File: config.mk
export PLATFORM = sky130hd
export DESIGN_NAME = gyro_swing_gesture_detector
export DESIGN_NICKNAME = d
export VERILOG_FILES = /design/src/hdl/gsgd_pkg.sv /design/src/hdl/gsgd_cell.sv /design/src/hdl/gsgd_peak.sv /design/src/hdl/gyro_swing_gesture_detector.sv
export SDC_FILE = /design/constraint.sdc
export NUM_CORES = 1
export LEC_CHECK = 0
export BUFFER_PORTS_ARGS = -buffer_cell sky130_fd_sc_hd__buf_2
export CORE_ASPECT_RATIO = 0.9
export CORE_MARGIN = 1.5
export CORE_UTILIZATION = 40
export DETAILED_ROUTE_END_ITERATION = 6
export GPL_TIMING_DRIVEN = 0
export PLACE_DENSITY = 0.53
export SYNTH_ARGS = -nofsm -noshare
export SYNTH_HDL_FRONTEND = slang
export SYNTH_SLANG_ARGS = --single-unit
File: constraint.sdc
create_clock -name clock -period 7.6 [get_ports clock]
set_input_delay 0 -clock clock [delete_from_list [all_inputs] [get_ports clock]]
set_output_delay 0 -clock clock [all_outputs]
set_load 0.02 [all_outputs]
File: src/hdl/gsgd_pkg.sv
// Package for the gyro swing gesture detector: sample and control types,
// move and gesture codes, sizes and the magnitude helper.
// No dependencies.
package gsgd_pkg;

   localparam int WINDOW = 8;
   localparam int SLOT_W = (WINDOW > 1) ? $clog2(WINDOW) : 1;

   localparam int RATE_W = 16;
   localparam int THR_W  = 15;
   localparam int GEST_W = 3;

   localparam logic [THR_W-1:0] DOWN_THR_RESET = 15'd14400; // 900 deg/s
   localparam logic [THR_W-1:0] SIDE_THR_RESET = 15'd8000;  // 500 deg/s

   typedef enum logic {
      CSR_DOWN_THRESHOLD = 1'b0,
      CSR_SIDE_THRESHOLD = 1'b1
   } csr_index_type;

   typedef enum logic [1:0] {
      MOVE_NONE  = 2'd0,
      MOVE_DOWN  = 2'd1,
      MOVE_LEFT  = 2'd2,
      MOVE_RIGHT = 2'd3
   } move_type;

   typedef enum logic [GEST_W-1:0] {
      GEST_DOWN          = 3'd0,
      GEST_LEFT          = 3'd1,
      GEST_RIGHT         = 3'd2,
      GEST_DOUBLE_CENTER = 3'd3,
      GEST_LEFT_RIGHT    = 3'd4
   } gesture_type;

   typedef enum logic [1:0] {
      ST_IDLE = 2'd0,
      ST_SCAN = 2'd1,
      ST_DONE = 2'd2
   } state_type;

   typedef struct packed {
      logic signed [RATE_W-1:0] pitch;
      logic signed [RATE_W-1:0] yaw;
   } sample_type;

   typedef struct packed {
      logic rotate;
      logic load;
   } cell_ctl_type;

   typedef struct packed {
      logic clear;
      logic update;
   } peak_ctl_type;

   function automatic logic [RATE_W-1:0] mag(input logic signed [RATE_W-1:0] v);
      logic [RATE_W-1:0] r;
      r = v[RATE_W-1] ? RATE_W'(-v) : RATE_W'(v);
      return r;
   endfunction

endpackage

File: src/hdl/gsgd_cell.sv
// One ring cell: holds one pitch/yaw sample pair, takes its neighbor's pair
// on rotate or a new sample on load. Depends on gsgd_pkg.
module gsgd_cell (
   input  logic                  clock,
   input  logic                  reset,
   input  gsgd_pkg::cell_ctl_type ctl,
   input  gsgd_pkg::sample_type  nbr,
   input  gsgd_pkg::sample_type  new_sample,
   output gsgd_pkg::sample_type  data
);

   gsgd_pkg::sample_type data_ff, data_in;

   always_comb begin
      priority if (ctl.load) begin
         data_in = new_sample;
      end else if (ctl.rotate) begin
         data_in = nbr;
      end else begin
         data_in = data_ff;
      end
   end

   always_ff @(posedge clock) begin
      if (reset) begin
         data_ff <= '0;
      end else begin
         data_ff <= data_in;
      end
   end

   assign data = data_ff;

endmodule

File: src/hdl/gsgd_peak.sv
// Peak tracker: keeps the signed peak per axis over the samples streamed out
// of the cell ring; first sample wins on equal magnitude. Depends on gsgd_pkg.
module gsgd_peak (
   input  logic                   clock,
   input  logic                   reset,
   input  gsgd_pkg::peak_ctl_type ctl,
   input  gsgd_pkg::sample_type   sample,
   output gsgd_pkg::sample_type   peak
);

   gsgd_pkg::sample_type peak_ff, peak_in;

   always_comb begin
      peak_in = peak_ff;
      if (ctl.clear) begin
         peak_in = '0;
      end else if (ctl.update) begin
         if (gsgd_pkg::mag(sample.pitch) > gsgd_pkg::mag(peak_ff.pitch)) begin
            peak_in.pitch = sample.pitch;
         end
         if (gsgd_pkg::mag(sample.yaw) > gsgd_pkg::mag(peak_ff.yaw)) begin
            peak_in.yaw = sample.yaw;
         end
      end
   end

   always_ff @(posedge clock) begin
      if (reset) begin
         peak_ff <= '0;
      end else begin
         peak_ff <= peak_in;
      end
   end

   assign peak = peak_ff;

endmodule

File: src/hdl/gyro_swing_gesture_detector.sv
// Gyro swing gesture detector, top level.
// Depends on gsgd_pkg, gsgd_cell and gsgd_peak.
//
// Usage:
//   req_* carries one gyro sample per transfer: pitch and yaw rate (signed
//   Q12.4 deg/s) and the double-gesture button flag. rsp_gesture carries a
//   gesture code (0 down, 1 left, 2 right, 3 double center, 4 left plus
//   right) at the end of a swing; most samples produce no transfer at all.
//   csr_* writes the down (index 0) and side (index 1) thresholds; write
//   them only while the block is idle.
// Sequence:
//   A sample is captured, then the ring of cells is rotated once past the
//   peak tracker, then the classify step emits any finished gesture and
//   writes the sample into its slot. req_stall is high from the rotation
//   until the classify step commits, so no new sample is taken before then.
//   A gesture appears on rsp_* the cycle after the classify step.
// Reset (synchronous, active high):
//   Clears the ring to zero, the write slot, the pending move, the output
//   valid flag, and restores thresholds to 900 and 500 deg/s.
// Back-pressure:
//   A finished gesture waits in the output register while rsp_stall is
//   high; the next sample is still taken and scanned, and only holds in its
//   classify step if it must emit while the earlier gesture is still held.
module gyro_swing_gesture_detector (
   input  logic                                 clock,
   input  logic                                 reset,
   // sample channel
   input  logic                                 req_valid,
   output logic                                 req_stall,
   input  logic signed [gsgd_pkg::RATE_W-1:0]   req_pitch_rate,
   input  logic signed [gsgd_pkg::RATE_W-1:0]   req_yaw_rate,
   input  logic                                 req_double_held,
   // gesture channel
   output logic                                 rsp_valid,
   input  logic                                 rsp_stall,
   output logic [gsgd_pkg::GEST_W-1:0]          rsp_gesture,
   // threshold registers
   input  logic                                 csr_wr_en,
   input  logic                                 csr_index,
   input  logic [gsgd_pkg::THR_W-1:0]           csr_wdata
);

   localparam int W  = gsgd_pkg::WINDOW;
   localparam int SW = gsgd_pkg::SLOT_W;

   // control state
   gsgd_pkg::state_type         state_ff, state_in;
   logic [SW-1:0]               scan_cnt_ff, scan_cnt_in;
   logic [SW-1:0]               write_slot_ff, write_slot_in;
   gsgd_pkg::move_type          pending_ff, pending_in;
   logic                        rsp_valid_ff, rsp_valid_in;
   logic [gsgd_pkg::THR_W-1:0]  down_thr_ff, side_thr_ff;

   // payload
   gsgd_pkg::sample_type        sample_ff, sample_in;
   logic                        dbl_ff, dbl_in;
   gsgd_pkg::gesture_type       gesture_ff, gesture_in;

   // ring and peak tracker
   gsgd_pkg::cell_ctl_type      cell_ctl [W];
   gsgd_pkg::sample_type        cell_q   [W];
   gsgd_pkg::peak_ctl_type      peak_ctl;
   gsgd_pkg::sample_type        peak;

   // classify step
   logic [gsgd_pkg::RATE_W-1:0] pmag, ymag;
   gsgd_pkg::move_type          move_cls;
   logic                        emit;
   gsgd_pkg::gesture_type       code;
   logic                        commit;

   // ------------------------------------------------------------------
   // Ring of cells: cell k takes cell k+1 on rotate, so cell 0 presents
   // entries 0..WINDOW-1 in order and WINDOW rotations restore the ring.
   // ------------------------------------------------------------------
   for (genvar k = 0; k < W; k++) begin : g_ring
      localparam int NXT = (k + 1) % W;
      assign cell_ctl[k].rotate = (state_ff == gsgd_pkg::ST_SCAN);
      assign cell_ctl[k].load   = commit && (write_slot_ff == SW'(k));
      gsgd_cell u_cell (
         .clock      (clock),
         .reset      (reset),
         .ctl        (cell_ctl[k]),
         .nbr        (cell_q[NXT]),
         .new_sample (sample_ff),
         .data       (cell_q[k])
      );
   end

   assign peak_ctl.clear  = (state_ff == gsgd_pkg::ST_IDLE);
   assign peak_ctl.update = (state_ff == gsgd_pkg::ST_SCAN);

   gsgd_peak u_peak (
      .clock  (clock),
      .reset  (reset),
      .ctl    (peak_ctl),
      .sample (cell_q[0]),
      .peak   (peak)
   );

   // ------------------------------------------------------------------
   // Classification on the finished peaks.
   // ------------------------------------------------------------------
   always_comb begin
      pmag     = gsgd_pkg::mag(peak.pitch);
      ymag     = gsgd_pkg::mag(peak.yaw);
      move_cls = pending_ff;
      emit     = 1'b0;
      if ((pmag > ymag) &&
          ($signed({peak.pitch[gsgd_pkg::RATE_W-1], peak.pitch}) >
           $signed({2'b00, down_thr_ff}))) begin
         move_cls = gsgd_pkg::MOVE_DOWN;
      end else if (ymag > {1'b0, side_thr_ff}) begin
         if ((peak.yaw > 0) && (pending_ff != gsgd_pkg::MOVE_RIGHT)) begin
            move_cls = gsgd_pkg::MOVE_LEFT;
         end else if (pending_ff != gsgd_pkg::MOVE_LEFT) begin
            move_cls = gsgd_pkg::MOVE_RIGHT;
         end
      end else begin
         // swing is over: report what was pending, then drop it
         emit     = (pending_ff != gsgd_pkg::MOVE_NONE);
         move_cls = gsgd_pkg::MOVE_NONE;
      end
   end

   always_comb begin
      unique case (pending_ff)
         gsgd_pkg::MOVE_DOWN:
            code = dbl_ff ? gsgd_pkg::GEST_DOUBLE_CENTER : gsgd_pkg::GEST_DOWN;
         gsgd_pkg::MOVE_LEFT:
            code = dbl_ff ? gsgd_pkg::GEST_LEFT_RIGHT : gsgd_pkg::GEST_LEFT;
         gsgd_pkg::MOVE_RIGHT:
            code = dbl_ff ? gsgd_pkg::GEST_LEFT_RIGHT : gsgd_pkg::GEST_RIGHT;
         default:
            code = gsgd_pkg::GEST_DOWN;
      endcase
   end

   // Hold the classify step while a result must go out and the output
   // register is still occupied.
   assign commit = (state_ff == gsgd_pkg::ST_DONE) &&
                   !(emit && rsp_valid_ff && rsp_stall);

   // ------------------------------------------------------------------
   // Sequencer
   // ------------------------------------------------------------------
   always_comb begin
      state_in      = state_ff;
      scan_cnt_in   = scan_cnt_ff;
      write_slot_in = write_slot_ff;
      pending_in    = pending_ff;
      sample_in     = sample_ff;
      dbl_in        = dbl_ff;
      gesture_in    = gesture_ff;
      rsp_valid_in  = rsp_valid_ff && rsp_stall;
      req_stall     = (state_ff != gsgd_pkg::ST_IDLE);

      unique case (state_ff)
         gsgd_pkg::ST_IDLE: begin
            if (req_valid) begin
               sample_in.pitch = req_pitch_rate;
               sample_in.yaw   = req_yaw_rate;
               dbl_in          = req_double_held;
               scan_cnt_in     = '0;
               state_in        = gsgd_pkg::ST_SCAN;
            end
         end
         gsgd_pkg::ST_SCAN: begin
            scan_cnt_in = scan_cnt_ff + 1'b1;
            if (scan_cnt_ff == SW'(W - 1)) begin
               state_in = gsgd_pkg::ST_DONE;
            end
         end
         gsgd_pkg::ST_DONE: begin
            if (commit) begin
               pending_in    = move_cls;
               write_slot_in = (write_slot_ff == SW'(W - 1)) ? '0
                               : write_slot_ff + 1'b1;
               if (emit) begin
                  gesture_in   = code;
                  rsp_valid_in = 1'b1;
               end
               state_in = gsgd_pkg::ST_IDLE;
            end
         end
         default: begin
            state_in = gsgd_pkg::ST_IDLE;
         end
      endcase
   end

   always_ff @(posedge clock) begin
      if (reset) begin
         state_ff      <= gsgd_pkg::ST_IDLE;
         scan_cnt_ff   <= '0;
         write_slot_ff <= '0;
         pending_ff    <= gsgd_pkg::MOVE_NONE;
         rsp_valid_ff  <= 1'b0;
      end else begin
         state_ff      <= state_in;
         scan_cnt_ff   <= scan_cnt_in;
         write_slot_ff <= write_slot_in;
         pending_ff    <= pending_in;
         rsp_valid_ff  <= rsp_valid_in;
      end
   end

   always_ff @(posedge clock) begin
      sample_ff  <= sample_in;
      dbl_ff     <= dbl_in;
      gesture_ff <= gesture_in;
   end

   // threshold registers
   always_ff @(posedge clock) begin
      if (reset) begin
         down_thr_ff <= gsgd_pkg::DOWN_THR_RESET;
         side_thr_ff <= gsgd_pkg::SIDE_THR_RESET;
      end else if (csr_wr_en) begin
         unique case (csr_index)
            gsgd_pkg::CSR_DOWN_THRESHOLD: down_thr_ff <= csr_wdata;
            gsgd_pkg::CSR_SIDE_THRESHOLD: side_thr_ff <= csr_wdata;
            default: ;
         endcase
      end
   end

   assign rsp_valid   = rsp_valid_ff;
   assign rsp_gesture = gesture_ff;

   // ------------------------------------------------------------------
   // Assertions
   // ------------------------------------------------------------------
   a_slot_range: assert property (@(posedge clock) disable iff (reset)
      write_slot_ff <= SW'(W - 1))
      else $error("write slot beyond ring");

   a_scan_to_done: assert property (@(posedge clock) disable iff (reset)
      (state_ff == gsgd_pkg::ST_SCAN && scan_cnt_ff == SW'(W - 1))
      |=> state_ff == gsgd_pkg::ST_DONE)
      else $error("scan did not finish after a full rotation");

   a_emit_sets_valid: assert property (@(posedge clock) disable iff (reset)
      (commit && emit) |=> rsp_valid_ff)
      else $error("emitted gesture not presented");

   a_valid_source: assert property (@(posedge clock) disable iff (reset)
      $rose(rsp_valid_ff) |-> $past(state_ff) == gsgd_pkg::ST_DONE)
      else $error("result appeared outside the classify step");

   a_no_overwrite: assert property (@(posedge clock) disable iff (reset)
      (rsp_valid_ff && rsp_stall && state_ff == gsgd_pkg::ST_DONE && emit)
      |=> state_ff == gsgd_pkg::ST_DONE)
      else $error("held gesture would be overwritten");

endmodule

==> metrics.md, run 1 <==
| Metric | Value |
|---|---|
| Max Slew Vio Count | `0` |
| Grt total ovfl | `0` |
| End of the worst hold path | `sample_ff[3]` |
| Die Span Y | `215 um` |
| Sum Neg Setup Slack | `0 ns` |
| Area Overhead vs Synth | `15.4%` |
| Synth Register Bits | `365` |
| FF-to-FF End | `g_ring[4].u_cell.data[20]` |
| CP Cell Sequence | `or4_4, or3_1, or4b_1, ha_1, a21oi_1, a2111oi_0, o311a_1, o211ai_2, nand4b_4, buf_6, nand4_4, buf_6, mux2i_1` |
| Crit path max fanout | `10` |
| I/O Pins | `59` |
| YS warnings | `0` |
| WP buf/inv | `2` |
| Vias in the first global route | `16.3k` |
| RSZ-0062 raised after global routing | `no` |
| DRC | `0` |
| Crit Path Class | `reg2reg` |
| Setup Skew | `0.0278 ns` |
| Reg2Reg Depth | `13` |
| CTS tree | `done` |
| Post-CTS Setup Bufs | `0` |
| Vias per cell | `5.31` |
| First-pass GRT wire length | `95.0 mm` |
| Most frequent CP cell | `buf_6` |
| Layout cells sized above 1 | `0.0715` |
| Hold Crit Start | `req_yaw_rate[3]` |
| Cells after Synth | `2297` |
| Most frequent cells in the layout | `nand2_1 (610), dfxtp_1 (329), mux2i_1 (290)` |
| Delay of the slowest cell on the worst path | `0.63 ns` |
| Clk_lat worst skew | `0.59 ns` |
| Ant. Diodes | `0` |
| Delay-heaviest family, CP | `simple AND/OR/NAND/NOR gates` |
| Worst Hold Class | `in2reg` |
| Largest net degree at the start of global routing | `24` |
| Routed wire length | `61.5 mm` |
| Critical Path RT | `8.01 ns` |
| Cts bufs inserted | `43` |
| Pleak | `9.72 nW` |
| Power per cell area | `190 nW/um^2` |
| Mean Syn Cell Area | `8.66 um^2` |
| Status | `finished, final reports clean` |
| Final count of hold timing violations | `0` |
| Core Box Area | `49100 um^2` |
| Post-synth EDFFs | `36` |
| Total Die Area | `51100 um^2` |
| Crit path capture type | `flip-flop` |
| Distinct cells, synth | `78` |
| Die X | `238 um` |
| Hpwl dp | `44.7 mm` |
| Hold Worst Slack | `0.120 ns` |
| Peak supply drop | `156 uV` |
| Fin nets | `2587` |
| DR WL/cell | `19.7 um` |
| Total GRT Usage | `0.240` |
| Clock slew at reported path FFs | `0.06 ns` |
| Launching point of the worst reg2reg path | `u_peak.peak[2]` |
| Compound-cell area share of the yosys netlist | `0.148` |
| CTS max path bufs | `3` |
| # rows | `77` |
| Crit path DAT | `5.09 ns` |
| Xor and xnor area share after synthesis | `0.0285` |
| Vias | `16.6k` |
| Initial antenna violation count | `1` |
| Fraction of the mapped netlist area in adder cells | `0.0506` |
| Net Count, Synth | `2429` |
| Maximum capacitance violations | `0` |
| Worst Tran Pin Value | `0.945 ns` |
| Final setup fails | `0` |
| GP Congestion | `0.863` |
| Mux contribution to synthesized area | `0.146` |
| Slowest CP cell | `or4b_1` |
| Min cycle time layout | `4.68 ns` |
| Area of the mapped netlist | `19900 um^2` |
| CTS Sinks | `365` |
| Router iterations before antenna repair | `5` |
| Largest family of logic cells by synthesized area | `simple AND/OR/NAND/NOR gates` |
| Initial drt markers | `1107` |
| H-tree depth | `2` |
| PortBufs | `58` |
| R2R Setup Slk | `2.92 ns` |
| Commonest non-fill, non-tap cell in the layout | `nand2_1` |
| Register area share after synthesis | `0.385` |
| Max Freq | `214 MHz` |
| Cts hold-fix bufs | `54` |
| Tcrit/Tclk final | `0.616` |
| Root buffer cell | `clkbuf_16` |
| Remaining antenna violation count | `0` |
| Post-synthesis simple-gate area fraction | `0.182` |
| Ys async rst share | `0` |
| Initial Util | `0.405` |
| Main synth FF type | `dfxtp_1` |
| Post-CTS sizing | `0` |
| Max_slew headroom | `0.365` |
| Hold Path Cell Cnt | `2` |
| Critical Path Start Type | `flip-flop` |
## how the worst max path moves through the flow
stage	from	to	slack (ns)	cells past startpoint
2_1_floorplan	u_peak.peak[2]	write_slot_ff[0]	3.65	15
3_3_place_gp	u_peak.peak[2]	g_ring[4].u_cell.data[3]	2.97	13
3_5_place_dp	u_peak.peak[2]	g_ring[4].u_cell.data[5]	2.94	13
4_1_cts	u_peak.peak[2]	g_ring[4].u_cell.data[20]	2.93	13
5_1_grt	u_peak.peak[2]	g_ring[4].u_cell.data[25]	2.63	16
6_report	u_peak.peak[2]	g_ring[4].u_cell.data[20]	2.92	13
## flip-flops by register name (all words and copies together), names as in the netlist, 2 cells and up
| name | count |
|---|---|
| g_ring.u_cell.data | 256 |
| sample_ff | 32 |
| u_peak.peak | 32 |
| down_thr_ff | 15 |
| side_thr_ff | 15 |
| rsp_gesture | 3 |
| scan_cnt_ff | 3 |
| write_slot_ff | 3 |
| pending_ff | 2 |
| state_ff | 2 |
## per-stage QoR
step,cells,utilization,total power (W),cell area [um^2],worst slack (ns)
CTS,3120,0.467,0.00440,23000,2.93
global placement,2987,0.427,0.00228,21000,2.97
finish,3120,0.467,0.00436,23000,2.92
global route,3120,0.467,0.00451,23000,2.63
detailed placement,2988,0.428,0.00228,21000,2.94
floorplan,2297,-,0.00216,19900,3.65
## synth_stat cells (11+ instances only)
cell | number | area, um^2
ha_1 | 78 | 976
a21oi_1 | 42 | 210
mux2i_1 | 290 | 2900
nand2_1 | 610 | 2290
buf_6 | 24 | 270
a21o_1 | 262 | 1970
nand2b_1 | 51 | 319
xnor2_1 | 52 | 455
o31ai_1 | 11 | 82.6
buf_1 | 37 | 139
o21ai_0 | 28 | 140
edfxtp_1 | 36 | 1080
nand4_1 | 11 | 68.8
clkbuf_1 | 121 | 454
nand3_1 | 19 | 95.1
dfxtp_1 | 329 | 6590
inv_1 | 77 | 289
nor2_1 | 59 | 221
## cells by family (layout without fill, tap and decap cells)
group / count (synthesis) / count (layout)
AOI/OAI and AO/OA: 406 / 406
xor gates and xnor gates: 63 / 63
adders and majority gates: 81 / 81
buffers and inverters: 263 / 454
DFF: 365 / 365
muxes: 291 / 291
and+or+nand+nor: 828 / 828
## worst register-to-register path, stage by stage, from the launching register on
cell and delay, ns:
dfxtp_1 0.38, or4_4 0.61, or3_1 0.38, or4b_1 0.63, ha_1 0.41, a21oi_1 0.14, a2111oi_0 0.40, o311a_1 0.26
o211ai_2 0.20, nand4b_4 0.20, buf_6 0.21, nand4_4 0.29, buf_6 0.29, mux2i_1 0.13
## routing by layer
layer	wire length, um	up-vias	global-route usage
li1	-	8074	-
met1	29500	8055	0.335
met2	28200	342	0.392
met3	2400	88	0.0260
met4	1360	0	0.0671
met5	0	-	0
## area by class of cell
cell class,count,area [um^2]
Buffer,186,891
Clock buffer,70,1290
Clock inverter,8,130
Fill cell,4794,26200
Inverter,77,289
Multi-Input combinational cell,1669,11100
Sequential cell,365,7670
Tap cell,632,791
Timing Repair Buffer,113,858
## where the power goes
group / internal [W] / switching [W]
sequential: 0.00197 / 0.00000917
combinational: 0.0000751 / 0.000210
clock: 0.00123 / 0.000868
total: 0.00327 / 0.00109
Power figures use the tool's default switching activity.
==> inputs of run 2 (changes only) <==
Settings changed: ABC_AREA set to 1.
Clock period 7.6 ns to 4.6 ns, I/O delays scaled along.
==> run 2 against run 1 <==
  * Setup slack worse by 2.6 ns
  * Wire length up 27%
  * Largest power group unchanged
  * Clock skew up 0.0022 ns
  * Global-route usage up 4.8 points
  * Highest routed layer unchanged
  * Non-clock buffer count up 67
  * Register-to-register slack worse by 2.6 ns
  * Largest cell class unchanged
  * Cell area up 5.3%
  * Final cell count up 26%
==> metrics.md, run 2 <==
| Metric | Value |
|---|---|
| Crit Path Class | `reg2reg` |
| Vias per cell | `5.49` |
| Root buffer cell | `clkbuf_16` |
| Mean Syn Cell Area | `6.87 um^2` |
| # rows | `79` |
| Top-count cell post-synth | `nand2_1` |
| Share of the synthesized area in the top cell type | `0.316` |
| Critical Path Start Type | `flip-flop` |
| Routed wire length | `78.2 mm` |
| Crit path max fanout | `10` |
| Synth Register Bits | `365` |
| Clk_lat worst skew | `0.60 ns` |
| Remaining antenna violation count | `0` |
| RSZ-0062 raised after global routing | `no` |
| Ant. Diodes | `0` |
| Max Slew Vio Count | `0` |
| Cells after Synth | `3037` |
| Total GRT Usage | `0.288` |
| Fin worst setup slack | `0.353 ns` |
| Max_slew headroom | `0.224` |
| Main synth FF type | `dfxtp_1` |
| Crit path capture type | `flip-flop` |
| Worst Hold Class | `in2reg` |
| Post-synth EDFFs | `36` |
| Setup Skew | `0.0300 ns` |
| Cts bufs inserted | `43` |
| Commonest cells in the netlist | `nand2_1 (934), a21oi_1 (345), dfxtp_1 (329)` |
| Worst Tran Pin Value | `1.15 ns` |
| Initial drt markers | `1821` |
| Status | `finished, final reports clean` |
| Die Span Y | `220 um` |
| First-pass GRT wire length | `119 mm` |
| Pleak | `9.93 nW` |
| Total Die Area | `53500 um^2` |
| Power per cell area | `357 nW/um^2` |
| Core Box Area | `51600 um^2` |
| GP Congestion | `0.892` |
| Most frequent CP cell | `nand2_1` |
| Layout cells sized above 1 | `0.0800` |
| Final count of hold timing violations | `0` |
| Fin nets | `3337` |
| Clock slew at reported path FFs | `0.06 ns` |
| PortBufs | `58` |
| Register area share after synthesis | `0.368` |
| Tcrit/Tclk final | `0.923` |
| Initial Util | `0.404` |
| DRC | `0` |
| H-tree depth | `2` |
| Slowest CP cell | `dfxtp_1` |
| Vias in the first global route | `20.1k` |
| I/O Pins | `59` |
| Hold Worst Slack | `0.118 ns` |
| Post-CTS Setup Bufs | `0` |
| Commonest non-fill, non-tap cell in the layout | `nand2_1` |
| Min cycle time layout | `4.25 ns` |
| Vias | `21.6k` |
| Final setup fails | `0` |
| Die X | `244 um` |
| Delay of the slowest cell on the worst path | `0.32 ns` |
| Max Freq | `235 MHz` |
| Maximum capacitance violations | `0` |
| Hpwl dp | `57.2 mm` |
| DP Worst Slack | `0.132 ns` |
| Ys async rst share | `0` |
| Largest net degree at the start of global routing | `20` |
| Grt total ovfl | `0` |
| Router iterations before antenna repair | `6` |
| Most frequent cells in the layout | `nand2_1 (934), a21oi_1 (345), dfxtp_1 (329)` |
| Post-synth top area cell | `dfxtp_1` |
| Distinct cells, synth | `44` |
| CTS tree | `done` |
| Max FFs per register | `256` |
| Area of the mapped netlist | `20900 um^2` |
| Peak supply drop | `253 uV` |
| Net Count, Synth | `3169` |
| Crit path DAT | `4.71 ns` |
| Largest cells by area after synthesis | `dfxtp_1 (32%), nand2_1 (17%), a21oi_1 (8.3%)` |
| DR WL/cell | `19.9 um` |
| CTS max path bufs | `3` |
| CTS Sinks | `365` |
| Area Overhead vs Synth | `16.0%` |
| Initial antenna violation count | `0` |
| Critical Path RT | `5.06 ns` |
| YS warnings | `0` |
[run 2: cell types whose count changed in the layout (fill, tap and decap cells not counted), moves of 36 or more]
| cell | before | now |
|---|---|---|
| a21o_1 | 262 | 1 |
| a21oi_1 | 42 | 345 |
| buf_2 | 59 | 95 |
| inv_1 | 77 | 189 |
| mux2i_1 | 290 | 0 |
| nand2_1 | 610 | 934 |
| nand2b_1 | 51 | 0 |
| nand3_1 | 19 | 325 |
| nand4_1 | 11 | 269 |
| xnor2_1 | 52 | 7 |
[run 2: worst max-delay path, delay by kind of cell, from the launching register on]
| kind | cells | cell delay [ns] |
|---|---|---|
| buffers and inverters | 6 | 0.90 |
| AND/OR/NAND/NOR | 13 | 1.62 |
| flip-flops | 1 | 0.32 |
| AO/OA/AOI/OAI | 3 | 0.44 |
| XOR/XNOR | 1 | 0.32 |
| adder cells (fa/ha/maj) | 2 | 0.48 |
[run 2: layout make-up]
type / count / area, um^2
buffer: 243 / 1220
clock buffer: 59 / 1240
clock inverter: 20 / 264
fill: 5367 / 27400
inverter: 202 / 758
multi-input combinational: 2227 / 11200
sequential: 365 / 7670
tap: 688 / 861
timing repair buffer: 123 / 951
[run 2: logic make-up (layout without fill, tap and decap cells)]
kind of cell / count (synthesis) / in the layout / share of synthesized area
AND/OR/NAND/NOR: 1665 / 1665 / 0.363
adder cells (fa/ha/maj): 78 / 78 / 0.0468
AO/OA/AOI/OAI: 441 / 441 / 0.110
flip-flops: 365 / 365 / 0.368
XOR/XNOR: 43 / 43 / 0.0181
buffers and inverters: 445 / 647 / 0.0944
[run 2: worst paths after layout]
check,startpoint,endpoint,slack [ns],cells past startpoint
setup / recovery,u_peak.peak[16],g_ring[5].u_cell.data[2],0.35,25
hold / removal,req_pitch_rate[10],sample_ff[26],0.12,2
setup reg to reg,u_peak.peak[16],g_ring[5].u_cell.data[2],0.35,25
hold reg to reg,down_thr_ff[10],down_thr_ff[10],0.46,2
[run 2: layer usage]
metal / track usage / vias up / wire, um
met3: 0.0374 / 159 / 5100
met1: 0.388 / 10000 / 35400
met4: 0.103 / 0 / 2770
li1: - / 10600 / -
met5: 0 / - / 0
met2: 0.473 / 810 / 34900
[run 2: through the flow]
step	cell area, um^2	instances	utilization	TNS [ns]	total power, W
2_1_floorplan	20900	3037	-	0	0.00446
3_3_place_gp	22000	3783	0.426	-0.0585	0.00493
3_5_place_dp	22000	3784	0.427	0	0.00496
4_1_cts	24200	3927	0.468	0	0.00867
5_1_grt	24200	3927	0.469	0	0.00900
6_report	24200	3927	0.469	0	0.00863
[run 2: repair_timing]
item | in CTS | in global routing
setup endpoints to repair | 0 | 128
endpoints found under the hold margin | 84 | 0
gates resized for setup | 0 | 6
hold buffers | 64 | 0
[run 2: report_power, final]
part           internal [W]  total (W)  leakage [nW]  switching [W]
sequential          0.00331    0.00338          3.00      0.0000740
clock               0.00222    0.00367         0.734        0.00146
combinational      0.000454    0.00157          6.19        0.00112
total               0.00598    0.00863          9.93        0.00265
==> inputs of run 3 (changes only) <==
==> constraint.sdc (replaced) <==
create_clock -name clock -period 4.6 [get_ports clock]
set_input_delay 0.46 -clock clock [delete_from_list [all_inputs] [get_ports clock]]
set_output_delay 0.46 -clock clock [all_outputs]
set_load 0.02 [all_outputs]
==> run 3 against run 2 <==
  * The flow now finishes with violations (design-rule violations)
  * Non-clock buffer count decreased by 64
  * Highest routed layer unchanged
  * Combinational power decreased by 3%
  * Cell area decreased by 2.6%
  * Largest power group unchanged
  * Clock skew decreased by 0.0038 ns
  * Register-to-register slack improved by 0.02 ns
  * Clock-buffer cell count unchanged
  * Critical path depth unchanged
  * Worst hold slack got worse by 0.076 ns
  * Utilization decreased by 1.2 points
  * Sequential power about the same
==> metrics.md, run 3 (synthesis gave the netlist of run 2 again) <==
| Metric | Value |
|---|---|
| Ant. Diodes | `0` |
| Multi-input combinational cell area | `11200 um^2` |
| Crit Path Class | `reg2reg` |
| Die Span Y | `220 um` |
| Initial drt markers | `1822` |
| Peak supply drop | `250 uV` |
| # rows | `79` |
| WP depth | `25` |
| Reg2Reg Depth | `25` |
| Pleak | `9.68 nW` |
| Layout fillers | `5447` |
| Vias in the first global route | `19.8k` |
| Failing checks | `design-rule violations` |
| Status | `finished with violations` |
| Max_slew headroom | `0.248` |
| Clk_lat worst skew | `0.59 ns` |
| Tcrit/Tclk final | `0.918` |
| Sum Neg Setup Slack | `0 ns` |
| PortBufs | `58` |
| Initial Util | `0.404` |
| Largest net degree at the start of global routing | `20` |
| DR WL/cell | `20.0 um` |
| Setup Skew | `0.0262 ns` |
| Crit path max fanout | `10` |
| Critical Path Start Type | `flip-flop` |
| Crit path from | `u_peak.peak[16]` |
| Maximum capacitance violations | `0` |
| Clock slew at reported path FFs | `0.06 ns` |
| Total GRT Usage | `0.285` |
| CTS max path bufs | `3` |
| Hpwl dp | `57.2 mm` |
| Most frequent CP cell | `nand2_1` |
| Root buffer cell | `clkbuf_16` |
| Area after DPL | `22000 um^2` |
| H-tree depth | `2` |
| FF/Latch Area | `7670 um^2` |
| Final setup fails | `0` |
| Vias per cell | `5.53` |
| RSZ-0062 raised after global routing | `no` |
| Post-Layout Inst Area | `23500 um^2` |
| Grt total ovfl | `0` |
| Post-CTS Setup Bufs | `0` |
| CTS Sinks | `365` |
| DRC | `1` |
| Launching point of the worst reg2reg path | `u_peak.peak[16]` |
| Area Overhead vs Synth | `12.9%` |
| Max Slew Vio Count | `0` |
| Worst Hold Class | `in2reg` |
| Router iterations before antenna repair | `7` |
| Die X | `244 um` |
| Delay-heaviest family, CP | `simple AND/OR/NAND/NOR gates` |
| Worst Tran Pin Value | `1.12 ns` |
| Delay of the slowest cell on the worst path | `0.32 ns` |
| Worst Setup EP | `g_ring[5].u_cell.data[5]` |
| Slowest CP cell | `dfxtp_1` |
| Commonest non-fill, non-tap cell in the layout | `nand2_1` |
| Min cycle time layout | `4.22 ns` |
| I/O Pins | `59` |
| CTS tree | `done` |
| Vias | `21.4k` |
| Final Util | `0.456` |
| Crit path capture type | `flip-flop` |
| Crit path DAT | `4.68 ns` |
| Routed wire length | `77.2 mm` |
| FF-to-FF End | `g_ring[5].u_cell.data[5]` |
| Fin nets | `3273` |
| Power per cell area | `364 nW/um^2` |
| Layout cells sized above 1 | `0.0816` |
| WP buf/inv | `6` |
| Initial antenna violation count | `0` |
| Most frequent cells in the layout | `nand2_1 (934), a21oi_1 (345), dfxtp_1 (329)` |
| Max FFs per register | `256` |
| R2R Setup Slk | `0.38 ns` |
| Max Freq | `237 MHz` |
| Remaining antenna violation count | `0` |
| First-pass GRT wire length | `117 mm` |
| DP Worst Slack | `0.132 ns` |
| Critical Path RT | `5.06 ns` |
| Fin worst setup slack | `0.378 ns` |
| Total Die Area | `53500 um^2` |
| Final count of hold timing violations | `0` |
| Post-CTS sizing | `0` |
| GP Congestion | `0.892` |
| Cts hold-fix bufs | `0` |
| Power, Total | `0.00858 W` |
| Cts bufs inserted | `43` |
| Core Box Area | `51600 um^2` |
[run 3: cell types whose count changed in the layout (fill, tap and decap cells not counted), sizes merged]
cell / change
dlygate4sd3: -64
[run 3: where the power goes]
part / internal (W) / switching, W
logic: 0.000419 / 0.00111
clock network: 0.00222 / 0.00145
registers: 0.00331 / 0.0000737
[run 3: per-stage QoR]
stage	instances	hold slack (ns)
final	3863	0.0426
after global routing	3863	0.0247
after CTS	3863	0.0143
after detailed placement	3784	0.458
after global placement	3783	0.454
after floorplan	3037	0.435
[run 3: metal layers]
layer | GRT usage | wire, um
met5 | 0 | 0
met3 | 0.0382 | 4960
met1 | 0.385 | 35100
met4 | 0.107 | 2760
met2 | 0.463 | 34400
[run 3: worst min path at each step]
stage | start | endpoint | slack, ns | cells past startpoint
floorplan | down_thr_ff[14] | down_thr_ff[14] | 0.44 | 2
global placement | side_thr_ff[14] | side_thr_ff[14] | 0.45 | 2
detailed placement | side_thr_ff[14] | side_thr_ff[14] | 0.46 | 2
CTS | req_pitch_rate[3] | sample_ff[19] | 0.01 | 1
global route | req_pitch_rate[14] | sample_ff[30] | 0.02 | 1
finish | req_pitch_rate[11] | sample_ff[27] | 0.04 | 1
[run 3: final cells by class]
cell class | count | area share
timing repair buffer | 59 | 0.0132
inverter | 202 | 0.0322
tap | 688 | 0.0366
buffer | 243 | 0.0517
multi-input combinational | 2227 | 0.477
sequential | 365 | 0.326
clock inverter | 20 | 0.0112
clock buffer | 59 | 0.0526
